[config.mk]
export PLATFORM = sky130hd
export DESIGN_NAME = drive_profile_state_stepper
export DESIGN_NICKNAME = d
export VERILOG_FILES = /design/src/design/dpss_pkg.sv /design/src/design/drive_profile_state_stepper.sv
export SDC_FILE = /design/constraint.sdc
export NUM_CORES = 1
export LEC_CHECK = 0
export BUFFER_PORTS_ARGS = -buffer_cell sky130_fd_sc_hd__buf_2
export CORE_MARGIN = 2
export CORE_UTILIZATION = 54
export CTS_CLUSTER_SIZE = 28
export DETAILED_ROUTE_END_ITERATION = 6
export HOLD_SLACK_MARGIN = 0.15
export PLACE_DENSITY = 0.91
export REMOVE_ABC_BUFFERS = 1
export SKIP_LAST_GASP = 1
export SYNTH_ARGS = -nofsm -noshare
export SYNTH_HDL_FRONTEND = slang
export SYNTH_SLANG_ARGS = --single-unit
[constraint.sdc]
create_clock -name i_clk -period 5.9 [get_ports i_clk]
set_clock_uncertainty 0.1 [all_clocks]
set_input_delay 0.885 -clock i_clk [delete_from_list [all_inputs] [get_ports i_clk]]
set_output_delay 0.885 -clock i_clk [all_outputs]
set_load 0.01 [all_outputs]
[src/design/dpss_pkg.sv]
`timescale 1ns / 1ps

package dpss_pkg;

    localparam int unsigned SW_W    = 16;
    localparam int unsigned CW_W    = 16;
    localparam int unsigned STATE_W = 3;
    localparam int unsigned IN_TDATA_W  = 24;
    localparam int unsigned OUT_TDATA_W = 24;

    typedef enum logic [STATE_W-1:0] {
        ST_NOTREADY   = 3'd0,
        ST_DISABLED   = 3'd1,
        ST_READY      = 3'd2,
        ST_SWITCHEDON = 3'd3,
        ST_OPENABLED  = 3'd4,
        ST_QUICKSTOP  = 3'd5,
        ST_FAULTREACT = 3'd6,
        ST_FAULT      = 3'd7
    } t_drive_state;

    typedef enum logic [2:0] {
        CMD_NONE        = 3'd0,
        CMD_SHUTDOWN    = 3'd1,
        CMD_SWITCH_ON   = 3'd2,
        CMD_DIS_VOLTAGE = 3'd3,
        CMD_QUICK_STOP  = 3'd4,
        CMD_ENABLE_OP   = 3'd5,
        CMD_FAULT_RESET = 3'd6
    } t_cmd;

    localparam logic [CW_W-1:0] CW_SWITCH_ON  = 16'h0001;
    localparam logic [CW_W-1:0] CW_EN_VOLTAGE = 16'h0002;
    localparam logic [CW_W-1:0] CW_QUICK_STOP = 16'h0004;
    localparam logic [CW_W-1:0] CW_EN_OP      = 16'h0008;
    localparam logic [CW_W-1:0] CW_FAULT_RST  = 16'h0080;

    localparam logic [7:0] SW_MASK_A = 8'h4F;
    localparam logic [7:0] SW_MASK_B = 8'h6F;
    localparam logic [7:0] SW_NOTREADY   = 8'h00;
    localparam logic [7:0] SW_DISABLED   = 8'h40;
    localparam logic [7:0] SW_FAULTREACT = 8'h0F;
    localparam logic [7:0] SW_FAULT      = 8'h08;
    localparam logic [7:0] SW_READY      = 8'h21;
    localparam logic [7:0] SW_SWITCHEDON = 8'h23;
    localparam logic [7:0] SW_OPENABLED  = 8'h27;
    localparam logic [7:0] SW_QUICKSTOP  = 8'h07;

    // Only the low byte of the statusword carries state bits.
    function automatic t_drive_state decode_state(input logic [SW_W-1:0] sw);
        logic [7:0]   lo;
        t_drive_state st;
        lo = sw[7:0];
        case (lo & SW_MASK_A)
            SW_NOTREADY:   st = ST_NOTREADY;
            SW_DISABLED:   st = ST_DISABLED;
            SW_FAULTREACT: st = ST_FAULTREACT;
            SW_FAULT:      st = ST_FAULT;
            default: begin
                case (lo & SW_MASK_B)
                    SW_READY:      st = ST_READY;
                    SW_SWITCHEDON: st = ST_SWITCHEDON;
                    SW_OPENABLED:  st = ST_OPENABLED;
                    SW_QUICKSTOP:  st = ST_QUICKSTOP;
                    default:       st = ST_NOTREADY;
                endcase
            end
        endcase
        return st;
    endfunction

    function automatic t_cmd select_cmd(input t_drive_state cur,
                                        input logic [STATE_W-1:0] tgt_raw,
                                        input logic skip);
        t_drive_state tgt;
        logic         in_chain;
        t_cmd         cmd;
        in_chain = (cur == ST_DISABLED) || (cur == ST_READY) ||
                   (cur == ST_SWITCHEDON) || (cur == ST_OPENABLED);
        // Targets off the four-state chain fall back to disabled.
        if ((tgt_raw < 3'(ST_DISABLED)) || (tgt_raw > 3'(ST_OPENABLED))) begin
            tgt = ST_DISABLED;
        end else begin
            tgt = t_drive_state'(tgt_raw);
        end
        cmd = CMD_NONE;
        if (cur == ST_FAULT) begin
            cmd = CMD_FAULT_RESET;
        end else if (in_chain && (cur < tgt)) begin
            case (cur)
                ST_DISABLED: cmd = CMD_SHUTDOWN;
                ST_READY:    cmd = CMD_SWITCH_ON;
                default:     cmd = CMD_ENABLE_OP;
            endcase
        end else if (in_chain && (cur > tgt)) begin
            case (cur)
                ST_OPENABLED: begin
                    if (skip && (tgt == ST_SWITCHEDON)) cmd = CMD_SWITCH_ON;
                    else if (skip && (tgt == ST_READY)) cmd = CMD_SHUTDOWN;
                    else if (skip && (tgt == ST_DISABLED)) cmd = CMD_DIS_VOLTAGE;
                    else cmd = CMD_QUICK_STOP;
                end
                ST_SWITCHEDON: begin
                    cmd = (skip && (tgt == ST_DISABLED)) ? CMD_DIS_VOLTAGE : CMD_SHUTDOWN;
                end
                default: cmd = CMD_DIS_VOLTAGE;
            endcase
        end else if (skip && (cur == ST_QUICKSTOP) && (tgt == ST_DISABLED)) begin
            cmd = CMD_DIS_VOLTAGE;
        end
        return cmd;
    endfunction

    function automatic logic [CW_W-1:0] apply_cmd(input t_cmd cmd,
                                                  input logic [CW_W-1:0] cw);
        logic [CW_W-1:0] nw;
        case (cmd)
            CMD_SHUTDOWN:
                nw = (cw & ~(CW_FAULT_RST | CW_SWITCH_ON)) | CW_QUICK_STOP | CW_EN_VOLTAGE;
            CMD_SWITCH_ON:
                nw = (cw & ~(CW_FAULT_RST | CW_EN_OP)) | CW_QUICK_STOP | CW_EN_VOLTAGE
                     | CW_SWITCH_ON;
            CMD_DIS_VOLTAGE:
                nw = cw & ~(CW_FAULT_RST | CW_EN_VOLTAGE);
            CMD_QUICK_STOP:
                nw = (cw & ~(CW_FAULT_RST | CW_QUICK_STOP)) | CW_EN_VOLTAGE;
            CMD_ENABLE_OP:
                nw = (cw & ~CW_FAULT_RST) | CW_EN_OP | CW_QUICK_STOP | CW_EN_VOLTAGE
                     | CW_SWITCH_ON;
            CMD_FAULT_RESET:
                nw = cw | CW_FAULT_RST;
            default:
                nw = cw;
        endcase
        return nw;
    endfunction

endpackage

[src/design/drive_profile_state_stepper.sv]
`timescale 1ns / 1ps
// Each accepted beat goes via the input register, then the result register, to m_axis.
// Throughput: one beat per cycle unless the master stalls; input and result registers
// each refill in the cycle they drain, with the held controlword updated on that move.
// Reset (i_rst_n low, synchronous): both stages empty, held controlword and
// skip_enable cleared to zero.
module drive_profile_state_stepper (
    input  logic                                i_clk,
    input  logic                                i_rst_n,
    // configuration: skip_enable
    input  logic                                i_cfg_valid,
    output logic                                o_cfg_ready,
    input  logic                                i_cfg_data,
    input  logic                                i_s_axis_tvalid,
    output logic                                o_s_axis_tready,
    // [15:0] status_word, [18:16] wanted_state, [23:19] zero
    input  logic [dpss_pkg::IN_TDATA_W-1:0]     i_s_axis_tdata,
    output logic                                o_m_axis_tvalid,
    input  logic                                i_m_axis_tready,
    // [15:0] control_word, [18:16] drive_state, [23:19] zero
    output logic [dpss_pkg::OUT_TDATA_W-1:0]    o_m_axis_tdata
);
    import dpss_pkg::*;

    logic                r_skip;
    logic                r_in_valid;
    logic [SW_W-1:0]     r_in_sw;
    logic [STATE_W-1:0]  r_in_tgt;
    logic                r_out_valid;
    logic [CW_W-1:0]     r_out_cw;
    t_drive_state        r_out_state;
    logic [CW_W-1:0]     r_held_cw;

    logic                s_accept;
    logic                move;
    t_drive_state        cur_state;
    t_cmd                cmd;
    logic [CW_W-1:0]     n_held_cw;

    assign o_cfg_ready = 1'b1;

    // Advance the input stage whenever the result register is empty or draining.
    assign move            = r_in_valid && (!r_out_valid || i_m_axis_tready);
    assign o_s_axis_tready = !r_in_valid || move;
    assign s_accept        = i_s_axis_tvalid && o_s_axis_tready;

    always_comb begin
        cur_state = decode_state(r_in_sw);
        cmd       = select_cmd(cur_state, r_in_tgt, r_skip);
        n_held_cw = apply_cmd(cmd, r_held_cw);
    end

    always_ff @(posedge i_clk) begin
        if (!i_rst_n) begin
            r_skip      <= 1'b0;
            r_in_valid  <= 1'b0;
            r_out_valid <= 1'b0;
            r_held_cw   <= '0;
        end else begin
            if (i_cfg_valid && o_cfg_ready) begin
                r_skip <= i_cfg_data;
            end
            if (s_accept) begin
                r_in_valid <= 1'b1;
            end else if (move) begin
                r_in_valid <= 1'b0;
            end
            if (move) begin
                r_out_valid <= 1'b1;
                r_held_cw   <= n_held_cw;
            end else if (i_m_axis_tready) begin
                r_out_valid <= 1'b0;
            end
        end
    end

    always_ff @(posedge i_clk) begin
        if (s_accept) begin
            r_in_sw  <= i_s_axis_tdata[SW_W-1:0];
            r_in_tgt <= i_s_axis_tdata[SW_W +: STATE_W];
        end
        if (move) begin
            r_out_cw    <= n_held_cw;
            r_out_state <= cur_state;
        end
    end

    assign o_m_axis_tvalid = r_out_valid;
    assign o_m_axis_tdata  = {{(OUT_TDATA_W - CW_W - STATE_W){1'b0}}, r_out_state, r_out_cw};

endmodule

# Word level (Yosys, flattened, before mapping)
# Index checks and enable logic that the tools add are counted.
# Widths: inputs -> output; s select.
[totals] regBits=48 inputBits=30 out_inout_bits=27 wordCells=72
[classes] n_lt_le_gt_ge=4 n_eq_ne=22 n_mux=18 n_reduce_logical=20
[ops] operator="$pmux 8 s6" count=1
[ops] operator="$pmux 3 s4" count=2
[ops] operator="$mux 3" count=7
[ops] operator="$eq 3x2->1 const B" count=6
[ops] operator="$eq 3x3->1 const B" count=6
[ops] operator="$eq 6x5->1 const B" count=3
[ops] operator="$pmux 3 s2" count=2
[ops] operator="$eq 5x4->1 const B" count=2
[ops] operator="$eq 3x1->1 const B" count=3
[ops] operator="$logic_and 1x1->1" count=9
[ops] operator="$logic_not 8->1" count=1
[ops] operator="$eq 6x3->1 const B" count=1
[ops] operator="$logic_or 1x1->1" count=6
[ops] operator="$eq 5x5->1 const B" count=1
[ops] operator="$mux 1" count=4
[ops] operator="$mux 2" count=2
[ops] operator="$reduce_bool 2->1" count=2
[ops] operator="$gt 3x3->1" count=1
[ops] operator="$gt 3x3->1 const B" count=1
[ops] operator="$lt 3x1->1 const B" count=1
[ops] operator="$lt 3x3->1" count=1
[ops] operator="$logic_not 1->1" count=2

# Longest topological paths before layout
[logic_depth] word_depth=14 mapped_depth=14 mapped_depth_nobuf=13

# Worst setup path before layout
# Ideal clock, no wire load.
[synth_timing] kind="register -> register" start="reg r_in_sw[2]" end="reg r_out_cw[0] (data pin)" setup_time_ns=0.259 t_arrival_ns=3.041 t_required_ns=5.541 setup_slack_ns=2.501 stages_incl_launch_ff=14 n_path_buf=1 period_less_slack_ns=3.399 cell_sequence="edfxtp_1 buf_6 or4b_4 or2_4 nand3_1 inv_1 ha_1 and2b_2 a2bb2oi_1 o21ai_2 a221oi_4 or2_4 nor2_1 o31a_1"
[synth_between] elab_chain_len=13 word_cells_on_any_way=38 classes_between="order compare (2); eq/ne (19); mux (9); reduce/logical (8)"
[synth_rtl] element="start, declared" line_no="drive_profile_state_stepper.sv:27" rtl="logic [SW_W-1:0] r_in_sw;"
[synth_rtl] element="start signal, assigned" line_no="drive_profile_state_stepper.sv:79" rtl="r_in_sw <= i_s_axis_tdata[SW_W-1:0];"
[synth_rtl] element="$eq 6x3->1 or $eq 6x5->1 (tied branches)" line_no="dpss_pkg.sv:60" rtl="case (lo & SW_MASK_B)"
[synth_rtl] element="$pmux 3 s4" line_no="dpss_pkg.sv:60"
[synth_rtl] element="$pmux 3 s4 *" line_no="dpss_pkg.sv:54" rtl="case (lo & SW_MASK_A)"
[synth_rtl] element="net cur_state[0]" line_no="drive_profile_state_stepper.sv:36" rtl="t_drive_state cur_state;"
[synth_rtl] element="$eq 3x1->1 or $eq 3x2->1 (tied branches)" line_no="dpss_pkg.sv:78, dpss_pkg.sv:90"
[synth_rtl] element="$logic_or 1x1->1 (2 in series)" line_no="dpss_pkg.sv:78" rtl="in_chain = (cur == ST_DISABLED) || (cur == ST_READY) ||"
[synth_rtl] element="$logic_or 1x1->1" line_no="dpss_pkg.sv:79" rtl="(cur == ST_SWITCHEDON) || (cur == ST_OPENABLED);"
[synth_rtl] element="$logic_and 1x1->1" line_no="dpss_pkg.sv:95" rtl="end else if (in_chain && (cur > tgt)) begin"
[synth_rtl] element="$mux 3" line_no="dpss_pkg.sv:95"
[synth_rtl] element="$mux 3" line_no="dpss_pkg.sv:89" rtl="end else if (in_chain && (cur < tgt)) begin"
[synth_rtl] element="$mux 3 *" line_no="dpss_pkg.sv:87" rtl="if (cur == ST_FAULT) begin"
[synth_rtl] element="$eq 3x3->1 (tied with other cells)" line_no="dpss_pkg.sv:117" rtl="case (cmd)"
[synth_rtl] element="$pmux 8 s6 *" line_no="dpss_pkg.sv:117"
[synth_rtl] element="net n_held_cw[0]" line_no="drive_profile_state_stepper.sv:38" rtl="logic [CW_W-1:0] n_held_cw;"
[synth_rtl] element="end signal, assigned" line_no="drive_profile_state_stepper.sv:83" rtl="r_out_cw <= n_held_cw;"
[synth_rtl] element="end, declared" line_no="drive_profile_state_stepper.sv:30" rtl="logic [CW_W-1:0] r_out_cw;"
# The timed path passes the listed nets; every way through them passes the cells marked *.
# A chain may end at the register's enable or synchronous reset.

# Worst setup path in the final report
[layout_timing] start="reg r_in_sw[6]" end="reg r_out_cw[0] (data pin)"
# The elaborated chain is that of the path after synthesis.

==> run metrics <==
outcome finished clean; critical path type reg2reg; CP Capture Point r_out_cw[0]; global-route wire length before repair roughly 4700 um; Synth Area in Adders approximately 2.4%; die footprint approximately 3500 sq um; Worst Setup End Kind flop; Placer Congestion between 0.8 and 0.9; reg2reg start r_in_sw[6]; Post-synth EDFFs 17; mux share of post-synthesis cell area less than 1%; synthesized cell area between 1500 and 2000 sq um; RSZ-0062 raised after global routing no; post-synthesis xor/xnor area fraction less than 1%; min cycle time layout between 3 and 4 ns; Post-Syn Instances 158; final hold vios 0; CTS Buffer Depth 2; Final #Nets ~210; worst skew pair latency about 0.32 ns; sw frac between 20 and 30%; Max H-tree Level 1; Worst Setup SP r_in_sw[6]; Slew HR roughly two thirds; Leak slightly below 0.7 nW; reg2reg setup slack between 2 and 2.5 ns; DRC viols 0; Power Total 0.343 mW; clock transition at the registers of the reported paths about 0.13 ns; top-count cell post-synth buf_4; initial drt markers 53; Antenna Cells 0; initial antenna violation count 0; combinational cell fraction of total power 18.1%; CTS-repair resized insts 0; Yosys top cell by area edfxtp_1; fillers 260; layout cells sized above 1 approximately 32%; Sw Pwr 0.0949 mW; simple-gate share of the synthesized area 20.8%; FF-to-FF End r_out_cw[0]; Std-Cell Rows 20; Main synth FF type edfxtp_1; Seq cells post-synth 25; Cells after DPL 209; I/O Buffers 24; CTS sink count 25; fmax ~260 MHz; Min-Delay Path Class reg2reg; Max Fanout on Critical Path 13; final WL 2840 um; Seq/Total Area, Yosys between 40% and 50%; DRT antenna net count 0; Worst Tran Pin Value roughly 0.5 ns; Max IR drop VDD 0.000124 V; Final WS setup ~2.1 ns; type of origin of the critical path flop; # IOs 57; Setup Fix Bufs, Post-CTS 0; Ys Warns 0; complex-gate fraction of the synthesized area 23.1%; Area growth, synth to finish 4.49%; CP arrival around 3.8 ns; die height just under 60 um; GRT Util Overall roughly 18%; Die Wd ~60 um; fin cells around 210; Core Box Area around 3000 sq um; Req. time, crit path around 5.9 ns; largest family of logic cells by synthesized area compound AO/OA/AOI/OAI gates; CTS Buf Count 3; pre-CTS setup slack 2.17 ns; routed len/inst between 10 and 15 um; clock root cell clkbuf_4; hold_buf cts 0; pin count of the biggest net entering global routing 15; clock group share of total power 22.1%; top cells by count, synth 18 x buf_4, 17 x edfxtp_1, 12 x nor2_1; vias roughly 1200; fin. max-slew vios 0; first-pass iteration count of the detailed router 4; Initial Utilization 55.2%; pwr dens between 150 and 200 nW/um^2; post-synth top area share a little under a third; Area contributors post-synth edfxtp_1 31%, dfxtp_1 9.7%, buf_4 8.2%; number of global-route vias before repair around 1100; final worst-path cycle share ~64%; grt ovf 0; # Max-Cap Violations 0; TritonCTS clock tree done; post-synthesis average cell area 10.4 sq um; post-synth cell types 60; worst reg-to-reg path cell count 12; internal power about 0.25 mW; average vias per placed instance 5.69; Setup TNS 0 ns; setup violators final 0; DP HPWL 2230 um; Synth async-reset ratio 0%; Flop pwr share ~60%
-- power groups by stage --
stage | Clock [mW] | Combinational [mW] | Sequential, mW
2_1_floorplan | 0 | 0.0445 | 0.209
3_3_place_gp | 0 | 0.0597 | 0.208
3_5_place_dp | 0 | 0.0615 | 0.209
4_1_cts | 0.0767 | 0.0618 | 0.205
5_1_grt | 0.0831 | 0.0687 | 0.207
6_report | 0.0758 | 0.0620 | 0.205
-- flip-flops by register name (all words and copies together), names as in the netlist --
| name | flops |
|---|---|
| o_m_axis_tvalid | 1 |
| r_held_cw | 5 |
| r_in_sw | 6 |
| r_in_tgt | 3 |
| r_in_valid | 1 |
| r_out_cw | 5 |
| r_out_state | 3 |
| r_skip | 1 |
-- cell families after synthesis --
group	Yosys count
compound gates	45
xor+xnor	1
fa+ha+maj	3
buf+inv	25
flops	25
mux	1
other cells	2
simple gates	56
-- worst min path at each step --
| stage | start | endpoint | depth (start not counted) |
|---|---|---|---|
| CTS | r_held_cw[3] | r_held_cw[3] | 1 |
| global route | r_held_cw[1] | r_held_cw[1] | 2 |
| detailed placement | r_held_cw[3] | r_held_cw[3] | 1 |
| floorplan | r_held_cw[1] | r_held_cw[1] | 2 |
| finish | r_held_cw[1] | r_held_cw[1] | 2 |
| global placement | r_held_cw[1] | r_held_cw[1] | 2 |
-- worst max-delay path, cell delays in order (launching register included) --
cell and delay, ns:
edfxtp_1 0.63, or3b_2 0.50, a211o_2 0.36, nand3_1 0.12, inv_1 0.05, ha_1 0.18
and2b_2 0.21, a2bb2oi_1 0.29, o21ai_2 0.19, a221oi_4 0.38, or2_4 0.21, nor2_1 0.06
o31a_1 0.28
-- final cells by class --
| class | instances | area, sq um | share of cell area [%] |
|---|---|---|---|
| multi-input combinational | 123 | 842 | 49.1 |
| sequential | 25 | 671 | 39.1 |
| tap | 33 | 41.3 | 2.41 |
| timing repair buffer | 24 | 120 | 7.00 |
| inverter | 4 | 15.0 | 0.875 |
| clock buffer | 3 | 22.5 | 1.31 |
| clock inverter | 1 | 5.00 | 0.292 |
-- per-layer routing --
layer	GRT usage, %	vias up	wire (um)
li1	-	595	-
met1	22.5	570	1240
met2	30.6	41	1410
met3	1.97	7	138
met4	8.12	0	51
met5	0	-	0
-- stage by stage --
step | cell area, sq um | hold WS, ns | utilization (%)
3_5_place_dp | 1690 | 0.376 | 56.7
6_report | 1720 | 0.406 | 57.6
2_1_floorplan | 1530 | 0.354 | -
4_1_cts | 1720 | 0.407 | 57.6
3_3_place_gp | 1690 | 0.368 | 56.7
5_1_grt | 1720 | 0.437 | 57.6
-- cells in the final DEF (no fill, tap or decap), types with 3 or more instances in the layout --
cell	Yosys	final
nand3_1	4	4
nand2_1	5	5
a21oi_1	7	7
buf_2	0	24
edfxtp_1	17	17
nor2b_1	4	4
o21ai_0	5	5
nor2_1	12	12
a21o_2	4	4
a21oi_2	3	3
dfxtp_1	8	8
conb_1	2	17
inv_1	4	4
clkbuf_4	0	3
nor3_1	3	3
Power figures use the tool's default switching activity.
